## src/mpd_pkg.sv

```systemverilog
package mpd_pkg;

   localparam int unsigned MOTORS = 4;
   localparam int unsigned GAIN_W = 16;
   localparam int unsigned ERR_W = 25;
   localparam int unsigned INTEG_W = 40;
   localparam int unsigned ACC_W = 60;
   localparam int unsigned DIV_W = 42;
   localparam int unsigned CSR_IDX_W = 3;

   localparam logic [CSR_IDX_W-1:0] REG_KP = 3'd0;
   localparam logic [CSR_IDX_W-1:0] REG_KI = 3'd1;
   localparam logic [CSR_IDX_W-1:0] REG_KD = 3'd2;
   localparam logic [CSR_IDX_W-1:0] REG_MIN_DUTY = 3'd3;
   localparam logic [CSR_IDX_W-1:0] REG_SIGN_MASK = 3'd4;

   typedef enum logic [3:0] {
      ST_IDLE,
      ST_MULDT,
      ST_INTEG,
      ST_LIMDIV,
      ST_CLAMP,
      ST_DIFF,
      ST_DERDIV,
      ST_MULKI,
      ST_SHIFT,
      ST_MULKP,
      ST_MULKD,
      ST_SHAPE,
      ST_SIGN,
      ST_DUTY,
      ST_OUT
   } state_type;

endpackage

```

## src/motor_pid_hbridge_duty_top.sv

```systemverilog
// Channel   Direction  Handshake              Payload
// req_      in         req_valid/req_ready    motor_index, target_speed, measured_speed, time_step
// rsp_      out        rsp_valid/rsp_ready    motor_out, forward_duty, reverse_duty
// csr_      in         csr_valid/csr_ready    csr_index, csr_data
//
// One transaction runs the clamp-limit division only when the motor's integral gain is nonzero;
// the result becomes valid in the same cycle that the next request can be taken. The sequence
// runs the 42-step restoring divider for the clamp limit and for the derivative, and the
// 16-step shift-add multiplier once per gain.
// A motor index at or above MOTOR_COUNT goes straight to the output with both duties zero.
// Reset clears the state, the response valid flag, the CSRs, and the integral and last error of every motor.
// A finished result waits in the output register; a new request is taken while it waits.
module motor_pid_hbridge_duty_top #(
   parameter int unsigned MOTOR_COUNT = 4,
   parameter int unsigned DUTY_MAX = 4095
) (
   input  logic                               clock,
   input  logic                               reset,
   input  logic                               req_valid,
   output logic                               req_ready,
   input  logic [1:0]                         req_motor_index,
   input  logic signed [23:0]                 req_target_speed,
   input  logic signed [23:0]                 req_measured_speed,
   input  logic [15:0]                        req_time_step,
   output logic                               rsp_valid,
   input  logic                               rsp_ready,
   output logic [1:0]                         rsp_motor_out,
   output logic [11:0]                        rsp_forward_duty,
   output logic [11:0]                        rsp_reverse_duty,
   input  logic                               csr_valid,
   output logic                               csr_ready,
   input  logic [mpd_pkg::CSR_IDX_W-1:0]      csr_index,
   input  logic [63:0]                        csr_data
);

   localparam int unsigned AW = mpd_pkg::ACC_W;
   localparam int unsigned DW = mpd_pkg::DIV_W;
   localparam int unsigned IW = mpd_pkg::INTEG_W;
   localparam int unsigned EW = mpd_pkg::ERR_W;

   mpd_pkg::state_type state_ff, state_in;

   logic [63:0] kp_ff, ki_ff, kd_ff;
   logic [11:0] min_duty_ff;
   logic [3:0]  sign_mask_ff;

   logic signed [IW-1:0] integ_mem_ff [mpd_pkg::MOTORS];
   logic signed [EW-1:0] lerr_mem_ff [mpd_pkg::MOTORS];

   logic [1:0]           idx_ff, idx_in;
   logic                 tnz_ff, tnz_in;
   logic signed [EW-1:0] err_ff, err_in;
   logic [15:0]          dt_ff, dt_in;
   logic signed [IW-1:0] integ_ff, integ_in;
   logic signed [AW-1:0] acc_ff, acc_in;
   logic [DW-1:0]        q_ff, q_in;
   logic [15:0]          rem_ff, rem_in;
   logic [15:0]          dvs_ff, dvs_in;
   logic [5:0]           cnt_ff, cnt_in;
   logic                 dneg_ff, dneg_in;
   logic signed [DW:0]   deriv_ff, deriv_in;
   logic [24:0]          mag_ff, mag_in;
   logic                 rev_ff, rev_in;
   logic [11:0]          duty_ff, duty_in;
   logic                 rsp_valid_ff, rsp_valid_in;
   logic [1:0]           rsp_motor_ff, rsp_motor_in;
   logic [11:0]          rsp_fwd_ff, rsp_fwd_in;
   logic [11:0]          rsp_rev_ff, rsp_rev_in;
   logic                 integ_we, lerr_we;

   logic [15:0]          ki_g, kp_g, kd_g, gain;
   logic signed [AW-1:0] mul_op, addend;
   logic [16:0]          rem_sh;
   logic                 ge;
   logic signed [DW-1:0] sum42, lim_s, integ_x;
   logic signed [EW:0]   diff;
   logic [EW:0]          diff_abs;
   logic signed [AW-1:0] a_abs, mind, s_sign, s_abs;
   logic [40:0]          dprod;

   assign ki_g = ki_ff[16*idx_ff +: 16];
   assign kp_g = kp_ff[16*idx_ff +: 16];
   assign kd_g = kd_ff[16*idx_ff +: 16];

   assign req_ready = (state_ff == mpd_pkg::ST_IDLE);
   assign csr_ready = 1'b1;
   assign rsp_valid = rsp_valid_ff;
   assign rsp_motor_out = rsp_motor_ff;
   assign rsp_forward_duty = rsp_fwd_ff;
   assign rsp_reverse_duty = rsp_rev_ff;

   always_comb begin
      state_in = state_ff;
      idx_in = idx_ff;
      tnz_in = tnz_ff;
      err_in = err_ff;
      dt_in = dt_ff;
      integ_in = integ_ff;
      acc_in = acc_ff;
      q_in = q_ff;
      rem_in = rem_ff;
      dvs_in = dvs_ff;
      cnt_in = cnt_ff;
      dneg_in = dneg_ff;
      deriv_in = deriv_ff;
      mag_in = mag_ff;
      rev_in = rev_ff;
      duty_in = duty_ff;
      rsp_valid_in = rsp_valid_ff && !rsp_ready;
      rsp_motor_in = rsp_motor_ff;
      rsp_fwd_in = rsp_fwd_ff;
      rsp_rev_in = rsp_rev_ff;
      integ_we = 1'b0;
      lerr_we = 1'b0;

      rem_sh = {rem_ff, q_ff[DW-1]};
      ge = (rem_sh >= {1'b0, dvs_ff});

      case (state_ff)
         mpd_pkg::ST_LIMDIV: mul_op = '0;
         mpd_pkg::ST_MULKI: mul_op = AW'(integ_ff);
         mpd_pkg::ST_MULKP: mul_op = AW'(err_ff);
         default: mul_op = AW'(deriv_ff);
      endcase
      case (state_ff)
         mpd_pkg::ST_MULKI: gain = ki_g;
         mpd_pkg::ST_MULKP: gain = kp_g;
         default: gain = kd_g;
      endcase
      addend = gain[cnt_ff[3:0]] ? (mul_op <<< cnt_ff[3:0]) : '0;

      sum42 = DW'(integ_mem_ff[idx_ff]) + acc_ff[DW+7:8];
      lim_s = $signed(q_ff);
      integ_x = DW'(integ_ff);
      diff = (EW+1)'(err_ff) - (EW+1)'(lerr_mem_ff[idx_ff]);
      diff_abs = diff[EW] ? 26'(-diff) : 26'(diff);
      a_abs = acc_ff[AW-1] ? -acc_ff : acc_ff;
      mind = AW'({min_duty_ff, 12'b0});
      s_sign = sign_mask_ff[idx_ff] ? -acc_ff : acc_ff;
      s_abs = s_sign[AW-1] ? -s_sign : s_sign;
      dprod = 41'(mag_ff) * 41'(DUTY_MAX);

      case (state_ff)
         mpd_pkg::ST_IDLE: begin
            if (req_valid) begin
               idx_in = req_motor_index;
               tnz_in = (req_target_speed != '0);
               err_in = EW'(req_target_speed) - EW'(req_measured_speed);
               dt_in = req_time_step;
               duty_in = '0;
               rev_in = 1'b0;
               state_in = (32'(req_motor_index) >= MOTOR_COUNT) ?
                          mpd_pkg::ST_OUT : mpd_pkg::ST_MULDT;
            end
         end
         mpd_pkg::ST_MULDT: begin
            acc_in = AW'(err_ff * $signed({1'b0, dt_ff}));
            state_in = mpd_pkg::ST_INTEG;
         end
         mpd_pkg::ST_INTEG: begin
            if (sum42[DW-1:IW-1] != '0 && sum42[DW-1:IW-1] != '1) begin
               integ_in = sum42[DW-1] ? {1'b1, {(IW-1){1'b0}}} : {1'b0, {(IW-1){1'b1}}};
            end else begin
               integ_in = sum42[IW-1:0];
            end
            q_in = DW'(64'd1 << 32);
            rem_in = '0;
            dvs_in = ki_g;
            cnt_in = '0;
            state_in = (ki_g != '0) ? mpd_pkg::ST_LIMDIV : mpd_pkg::ST_DIFF;
         end
         mpd_pkg::ST_LIMDIV, mpd_pkg::ST_DERDIV: begin
            rem_in = ge ? 16'(rem_sh - {1'b0, dvs_ff}) : rem_sh[15:0];
            q_in = {q_ff[DW-2:0], ge};
            cnt_in = cnt_ff + 6'd1;
            if (cnt_ff == 6'(DW - 1)) begin
               cnt_in = '0;
               if (state_ff == mpd_pkg::ST_LIMDIV) begin
                  state_in = mpd_pkg::ST_CLAMP;
               end else begin
                  deriv_in = dneg_ff ? -$signed({1'b0, q_in}) : $signed({1'b0, q_in});
                  acc_in = '0;
                  state_in = mpd_pkg::ST_MULKI;
               end
            end
         end
         mpd_pkg::ST_CLAMP: begin
            if (integ_x > lim_s) begin
               integ_in = lim_s[IW-1:0];
            end else if (integ_x < -lim_s) begin
               integ_in = IW'(-lim_s);
            end
            state_in = mpd_pkg::ST_DIFF;
         end
         mpd_pkg::ST_DIFF: begin
            integ_we = 1'b1;
            lerr_we = 1'b1;
            dneg_in = diff[EW];
            q_in = {diff_abs, 16'b0};
            rem_in = '0;
            dvs_in = (dt_ff == '0) ? 16'd1 : dt_ff;
            cnt_in = '0;
            state_in = mpd_pkg::ST_DERDIV;
         end
         mpd_pkg::ST_MULKI, mpd_pkg::ST_MULKP, mpd_pkg::ST_MULKD: begin
            acc_in = acc_ff + addend;
            cnt_in = cnt_ff + 6'd1;
            if (cnt_ff[3:0] == 4'hF) begin
               cnt_in = '0;
               case (state_ff)
                  mpd_pkg::ST_MULKI: state_in = mpd_pkg::ST_SHIFT;
                  mpd_pkg::ST_MULKP: state_in = mpd_pkg::ST_MULKD;
                  default: state_in = mpd_pkg::ST_SHAPE;
               endcase
            end
         end
         mpd_pkg::ST_SHIFT: begin
            acc_in = acc_ff >>> 8;
            state_in = mpd_pkg::ST_MULKP;
         end
         mpd_pkg::ST_SHAPE: begin
            if (tnz_ff && a_abs < mind) begin
               acc_in = acc_ff[AW-1] ? -mind : mind;
            end
            state_in = mpd_pkg::ST_SIGN;
         end
         mpd_pkg::ST_SIGN: begin
            rev_in = s_sign[AW-1];
            mag_in = (s_abs > AW'(64'd1 << 24)) ? 25'h1000000 : s_abs[24:0];
            state_in = mpd_pkg::ST_DUTY;
         end
         mpd_pkg::ST_DUTY: begin
            duty_in = dprod[35:24];
            state_in = mpd_pkg::ST_OUT;
         end
         mpd_pkg::ST_OUT: begin
            if (!rsp_valid_ff || rsp_ready) begin
               rsp_valid_in = 1'b1;
               rsp_motor_in = idx_ff;
               rsp_fwd_in = rev_ff ? 12'd0 : duty_ff;
               rsp_rev_in = rev_ff ? duty_ff : 12'd0;
               state_in = mpd_pkg::ST_IDLE;
            end
         end
         default: state_in = mpd_pkg::ST_IDLE;
      endcase
   end

   always_ff @(posedge clock) begin
      if (reset) begin
         state_ff <= mpd_pkg::ST_IDLE;
         rsp_valid_ff <= 1'b0;
         kp_ff <= '0;
         ki_ff <= '0;
         kd_ff <= '0;
         min_duty_ff <= '0;
         sign_mask_ff <= '0;
         for (int k = 0; k < mpd_pkg::MOTORS; k++) begin
            integ_mem_ff[k] <= '0;
            lerr_mem_ff[k] <= '0;
         end
      end else begin
         state_ff <= state_in;
         rsp_valid_ff <= rsp_valid_in;
         if (integ_we) begin
            integ_mem_ff[idx_ff] <= integ_ff;
         end
         if (lerr_we) begin
            lerr_mem_ff[idx_ff] <= err_ff;
         end
         if (csr_valid) begin
            case (csr_index)
               mpd_pkg::REG_KP: kp_ff <= csr_data;
               mpd_pkg::REG_KI: ki_ff <= csr_data;
               mpd_pkg::REG_KD: kd_ff <= csr_data;
               mpd_pkg::REG_MIN_DUTY: min_duty_ff <= csr_data[11:0];
               mpd_pkg::REG_SIGN_MASK: sign_mask_ff <= csr_data[3:0];
               default: ;
            endcase
         end
      end
      idx_ff <= idx_in;
      tnz_ff <= tnz_in;
      err_ff <= err_in;
      dt_ff <= dt_in;
      integ_ff <= integ_in;
      acc_ff <= acc_in;
      q_ff <= q_in;
      rem_ff <= rem_in;
      dvs_ff <= dvs_in;
      cnt_ff <= cnt_in;
      dneg_ff <= dneg_in;
      deriv_ff <= deriv_in;
      mag_ff <= mag_in;
      rev_ff <= rev_in;
      duty_ff <= duty_in;
      rsp_motor_ff <= rsp_motor_in;
      rsp_fwd_ff <= rsp_fwd_in;
      rsp_rev_ff <= rsp_rev_in;
   end

   a_one_side: assert property (@(posedge clock) disable iff (reset)
      rsp_valid_ff |-> (rsp_fwd_ff == '0 || rsp_rev_ff == '0))
      else $error("both half-bridge duties are driven");

   a_div_nonzero: assert property (@(posedge clock) disable iff (reset)
      (state_ff == mpd_pkg::ST_LIMDIV || state_ff == mpd_pkg::ST_DERDIV) |-> dvs_ff != '0)
      else $error("divider runs with a zero divisor");

   a_accept_starts: assert property (@(posedge clock) disable iff (reset)
      (req_valid && req_ready) |=> state_ff != mpd_pkg::ST_IDLE)
      else $error("accepted transaction did not start the sequencer");

   a_out_held: assert property (@(posedge clock) disable iff (reset)
      (state_ff == mpd_pkg::ST_OUT && rsp_valid_ff && !rsp_ready) |=>
      state_ff == mpd_pkg::ST_OUT)
      else $error("result overwrote a pending transaction");

endmodule
```

## config.mk

```make
export PLATFORM = sky130hd
export DESIGN_NAME = motor_pid_hbridge_duty_top
export DESIGN_NICKNAME = d
export VERILOG_FILES = /design/src/mpd_pkg.sv /design/src/motor_pid_hbridge_duty_top.sv
export SDC_FILE = /design/constraint.sdc
export NUM_CORES = 2
export LEC_CHECK = 0
export ABC_CLOCK_PERIOD_IN_PS = 15300
export CORE_UTILIZATION = 60
export CTS_CLUSTER_SIZE = 24
export DETAILED_ROUTE_END_ITERATION = 8
export DONT_BUFFER_PORTS = 1
export PLACE_DENSITY_LB_ADDON = 0.15
export SETUP_SLACK_MARGIN = 0.1
export SYNTH_ARGS = -nofsm -noshare
export SYNTH_HDL_FRONTEND = slang
export SYNTH_SLANG_ARGS = --single-unit
```

## constraint.sdc

```tcl
create_clock -name clock -period 15.3 [get_ports clock]
set_input_delay 3.06 -clock clock [delete_from_list [all_inputs] [get_ports clock]]
set_output_delay 3.06 -clock clock [all_outputs]
set_load 0.03 [all_outputs]
```

# Word-level counts from Yosys, hierarchy flattened

Memories as Yosys holds them, arrays and structs flattened. A register that Yosys moved wholly into a read port is not among the register bits.
Cells that the tools add are included.

Memories kept: 2
Output and inout bits: 29
Input port bits: 138
Word-level logic and storage cells: 182
Register bits: 545
Memory bits (writable): 260

Add/sub/neg operators: 12
Shifts and indexed selects: 4
Mux-type cells: 58
Bitwise operators: 2
Reduce and logical (&&, ||, !) cells: 40
Order comparisons: 7
$mul: 2
Eq/ne operators: 28

Memory list:

| name         | depth | bits a word | rd ports | clocked after memory_dff | wr ports | RTL line                         | source |
|---|---|---|---|---|---|---|---|
| integ_mem_ff | 4     | 40          | 1        | 1                        | 4        | motor_pid_hbridge_duty_top.sv:47 | `logic signed [IW-1:0] integ_mem_ff [mpd_pkg::MOTORS];` |
| lerr_mem_ff  | 4     | 25          | 1        | 1                        | 4        | motor_pid_hbridge_duty_top.sv:48 | `logic signed [EW-1:0] lerr_mem_ff [mpd_pkg::MOTORS];` |

Operator list:

| operator                                             | number |
|---|---|
| two-way mux 60 bit                                   | 8 |
| one-hot mux 60 bit (5 select lines)                  | 1 |
| two-way mux 40 bit                                   | 5 |
| variable part select 64 x 7 -> 16 bit                | 3 |
| one-hot mux 60 bit (3 select lines)                  | 1 |
| one-hot mux 42 bit (3 select lines)                  | 1 |
| negation 60 bit                                      | 2 |
| one-hot mux 16 bit (2 select lines)                  | 3 |
| one-hot mux 40 bit (2 select lines)                  | 1 |
| adder 60 bit                                         | 1 |
| > comparator 60 x 25 -> 1 bit, second input constant | 1 |
| < comparator 60 x 25 -> 1 bit                        | 1 |
| negation 24 -> 60 bit                                | 1 |
| <<< shifter 60 x 4 -> 60 bit                         | 1 |
| one-hot mux 4 bit (12 select lines)                  | 1 |
| negation 42 -> 43 bit                                | 1 |
| adder 42 bit                                         | 1 |
| > comparator 40 x 42 -> 1 bit                        | 1 |
| < comparator 40 x 42 -> 1 bit                        | 1 |
| multiplier 25 x 17 -> 42 bit                         | 1 |
| two-way mux 42 bit                                   | 1 |
| negation 42 bit                                      | 1 |
| OR reduction 40 bit                                  | 1 |
| multiplier 25 x 12 -> 36 bit, second input constant  | 1 |
| other kinds (53)                                     | 113 |

# Longest topological paths before layout

Word-level depth: 7
Mapped depth: 31

# Worst setup path before layout

Ideal clock, no wire load.

Path type: flip-flop to flip-flop
Start: reg err_ff[24]
End: reg acc_ff[54], data pin
Slack: 7,588 ps
Setup time: 270 ps
Path buffers: 3
Required time: 15,030 ps
Cell stages (with the launch flop): 27
Arrival time: 7,442 ps
Cells stage by stage: edfxtp_1 > clkbuf_1 > clkbuf_1 > nand2_1 > fa_1 > inv_1 > fa_1 > fa_1 > fa_1 > fa_1 > inv_1 > fa_1 > inv_1 > ha_1 > a21oi_1 > nor2b_1 > o21a_1 > o21ai_0 > nand2b_1 > or4b_2 > o21ai_0 > mux2i_1 > nor2_1 > or2_2 > clkbuf_1 > a21oi_1 > o21ai_0

Longest elaborated chain between the ends: 5
Elaborated cells between the ends (all ways): 6
Classes of those cells: add/sub: 1; mul: 1; shift: 1; mux: 3

Ends and longest elaborated chain:

| element                                                              | RTL line                          | source |
|---|---|---|
| from (decl)                                                          | motor_pid_hbridge_duty_top.sv:52  | `logic signed [EW-1:0] err_ff, err_in;` |
| from (signal assigned)                                               | motor_pid_hbridge_duty_top.sv:284 | `err_ff <= err_in;` |
| branches (longest 4 deep; another with multiplier 25 x 17 -> 42 bit) | -                                 |  |
| one-hot mux 60 bit (5 select lines) *                                | motor_pid_hbridge_duty_top.sv:143 | `case (state_ff)` |
| net acc_in[54]                                                       | motor_pid_hbridge_duty_top.sv:55  | `logic signed [AW-1:0] acc_ff, acc_in;` |
| to (signal assigned)                                                 | motor_pid_hbridge_duty_top.sv:287 | `acc_ff <= acc_in;` |
| to (decl)                                                            | motor_pid_hbridge_duty_top.sv:55  |  |

Mark *: on every way through the listed nets, which the timed path passes.
A chain may end at the register's enable or synchronous reset.

# Worst setup path after layout

Start: reg state_ff[0]
End: reg acc_ff[56], data pin

Longest elaborated chain between the ends: 7
Elaborated cells between the ends (all ways): 18
Classes of those cells: add/sub: 1; eq/ne: 8; shift: 1; mux: 6; reduce/logical: 2

Ends and longest elaborated chain:

| element                                                             | RTL line                                                                                                | source |
|---|---|---|
| from (decl)                                                         | motor_pid_hbridge_duty_top.sv:41                                                                        | `mpd_pkg::state_type state_ff, state_in;` |
| from (signal assigned)                                              | motor_pid_hbridge_duty_top.sv:251                                                                       | `state_ff <= mpd_pkg::ST_IDLE;` |
| from (signal assigned)                                              | motor_pid_hbridge_duty_top.sv:263                                                                       | `state_ff <= state_in;` |
| equality test 4 bit or equality test 4 x 3 -> 1 bit (tied branches) | motor_pid_hbridge_duty_top.sv:119, motor_pid_hbridge_duty_top.sv:125, motor_pid_hbridge_duty_top.sv:143 |  |
| one-hot mux 16 bit (2 select lines)                                 | motor_pid_hbridge_duty_top.sv:125                                                                       | `case (state_ff)` |
| binary-select mux 1 bit (select 4 bit)                              | motor_pid_hbridge_duty_top.sv:130                                                                       | `addend = gain[cnt_ff[3:0]] ? (mul_op <<< cnt_ff[3:0]) : '0;` |
| two-way mux 1 bit (implied by the code)                             | motor_pid_hbridge_duty_top.sv:130                                                                       |  |
| two-way mux 60 bit                                                  | motor_pid_hbridge_duty_top.sv:130                                                                       |  |
| adder 60 bit                                                        | motor_pid_hbridge_duty_top.sv:206                                                                       | `acc_in = acc_ff + addend;` |
| one-hot mux 60 bit (5 select lines) *                               | motor_pid_hbridge_duty_top.sv:143                                                                       |  |
| net acc_in[56]                                                      | motor_pid_hbridge_duty_top.sv:55                                                                        |  |

The timed path passes the listed nets; every way through them passes the cells marked *. The select of a mux whose other input is x is not followed.

==> reports/metrics.cfg <==
[sta]
tightest_slew_ns = 1.21
rsz0062_at_grt = no
fin_skew_ns = 0.0771
setup_viol = 0
hold_viol = 0
hold_slack_ns = 0.451
slew_headroom_pct = 19.5
slew_viol_final = 0
period_minus_slack_ns = 9.60
fin_ws_ns = 5.70
period_share_pct = 62.8
final.setup.tns_ns = 0
max_freq_mhz = 104

[routing]
postRouteAntennaNets = 0
first_pass_iters = 9
vias = 61300
first_iter_violations = 7691
vias_per_cell = 6.43
routedWlPerCell_um = 25.2
wl_um = 241000
drc = 0

[layout]
nNetsFinal = 8949
area_growth_pct = 6.06
drive_above_1_share_pct = 6.43
fin_util_pct = 64.3
nFillCells = 10200

[floorplan]
ios = 167
die-area_um2 = 125000
initial_core_util_pct = 60.7
num_rows = 128
die-height_um = 353
die_w_um = 353
core_area_um2 = 122000

[clock_tree]
cts_sinks = 807
post-cts-setup-buffers = 0
h-tree-depth = 3
cts_tree = built
cts_root_buf = clkbuf_16
cts_hold_buf = 0
clockBufferDepth = 3
clock_latency_ns = 0.76
cts_buffers = 92
cts.repair.resized = 0
clkTransAtPathRegs_ns = 0.06

[setup_path]
cpPeakStageDelay_ns = 0.82
slowest_stage = dfxtp_1
crit_path_end_kind = register
start_kind = register
arrival_ns = 10.11
critical_path.most_common_cell = buf_4
ff2ff_setup_slack_ns = 5.70
crit_type = reg2reg
critPathRequiredTime_ns = 15.81
crit_fanout = 48

[placement]
gp_congestion = 1.03
io_buffers = 0
place_hpwl_um = 178000
post-place-ws_ns = 6.18

[synthesis]
synth_top_area_share_pct = 24.0
avgSynthCellArea_um2 = 9.17
synthCells = 8076
synth_top_area_cell = edfxtp_1
yosysSeqAreaShare_pct = 29.8
yosys_most_used_dff = edfxtp_1
syn_nets = 9202
netlist_area_um2 = 74000
synth.area.top_cells = edfxtp_1 24%, fa_1 15%, ha_1 7.3%
yosys_warnings = 0
ys_types = 100
synth_async_sr_flop_share_pct = 0
synth_seq_cells = 807
synth_edf_count = 592

[global_routing]
grt_overflow_total = 0
antenna_found_initial = 10
grt_max_degree = 220
grt_pass1_wl_um = 364000
grt_use_total_pct = 38.3
grt_pass1_vias = 59300

[outcome]
outcome = finished clean

[hold_path]
hold_path_class = reg2reg

[run]
cap_violations = 0

## layout by cell type, fill, tap and decap left out, drive strengths merged, types with 61 or more instances in the layout
cell | Yosys | final
nand2 | 1162 | 1162
inv | 832 | 834
edfxtp | 592 | 592
nor2 | 559 | 559
fa | 556 | 556
a21oi | 481 | 481
ha | 432 | 432
xnor2 | 324 | 324
o21ai | 323 | 323
and2 | 307 | 307
dfxtp | 215 | 215
nor3 | 139 | 139
mux2i | 136 | 136
clkbuf | 390 | 127
buf | 76 | 119
a21o | 113 | 113
nand3 | 105 | 105
mux4 | 103 | 103
xor2 | 101 | 101
or3 | 76 | 76
nor4 | 75 | 75
nand4 | 69 | 69
nand2b | 68 | 68
a31oi | 64 | 64
nor2b | 61 | 61
## cells in the mapped netlist (all sizes together), types with 105 or more instances
| master | instances |
|---|---|
| nor2 | 559 |
| a21oi | 481 |
| and2 | 307 |
| clkbuf | 390 |
| edfxtp | 592 |
| xnor2 | 324 |
| o21ai | 323 |
| nor3 | 139 |
| ha | 432 |
| nand3 | 105 |
| a21o | 113 |
| inv | 832 |
| dfxtp | 215 |
| fa | 556 |
| mux2i | 136 |
| nand2 | 1162 |
## worst max-delay path: cells and delay by family (launching register included)
| kind | cells | cell delay (ns) |
|---|---|---|
| adders and majority gates | 2 | 0.65 |
| and+or+nand+nor | 8 | 1.80 |
| AOI/OAI and AO/OA | 11 | 3.67 |
| muxes | 3 | 0.91 |
| buffers and inverters | 4 | 1.44 |
| DFF | 1 | 0.82 |
## routing by layer
metal  wire length, um  track usage [%]  vias up
li1                  -                -    27200
met4             12500             17.1       10
met2            107000             58.9     3523
met1             94100             52.2    29900
met5                57                0        -
met3             27400             8.50      601
## per-stage QoR
| stage | area, um^2 | instances |
|---|---|---|
| floorplan | 74000 | 8076 |
| global placement | 75300 | 9354 |
| detailed placement | 75300 | 9354 |
| CTS | 78500 | 9525 |
| global route | 78500 | 9527 |
| finish | 78500 | 9528 |
## state kept, by name, summed over array words and instances, names as in the netlist, 2 cells and up, named ones only
name and flops:
min_duty_ff 12, lim_s 42, rsp_reverse_duty 12, sign_mask_ff 4, rsp_motor_out 2, integ_ff 40, integ_mem_ff 160, cnt_ff 6
idx_ff 2, deriv_ff 43, mag_ff 25, kd_ff 64, state_ff 4, acc_ff 60, dt_ff 16, kp_ff 64
rsp_forward_duty 12, lerr_mem_ff 100, ki_ff 64, rem_ff 16, dvs_ff 16, duty_ff 12, err_ff 25
## kinds of logic after synthesis
family	synth area share, %
multiplexers	5.12
AND/OR/NAND/NOR	17.9
adder cells (fa/ha/maj)	22.3
other	0.00507
buffers and inverters	6.66
XOR/XNOR	5.05
AO/OA/AOI/OAI	13.1
flip-flops	29.8
## cell type report
class / count / area [um^2] / share of cell area (%)
Sequential cell: 807 / 22100 / 28.1
Tap cell: 1625 / 2030 / 2.59
Clock inverter: 44 / 576 / 0.733
Multi-Input combinational cell: 5967 / 47200 / 60.1
Inverter: 836 / 3140 / 4.00
Clock buffer: 127 / 2590 / 3.30
Antenna cell: 3 / 7.51 / 0.00956
Timing Repair Buffer: 119 / 893 / 1.14
## path summary, 6_finish.rpt
check | cells past startpoint | endpoint | start
setup / recovery | 28 | acc_ff[56] | state_ff[0]
hold / removal | 2 | kp_ff[15] | kp_ff[15]
hold reg to reg | 2 | kp_ff[15] | kp_ff[15]
setup reg to reg | 28 | acc_ff[56] | state_ff[0]
Power is left out: the tool's default activity adds up to more than one toggle a clock period on the data nets, which glitch-free logic cannot reach.
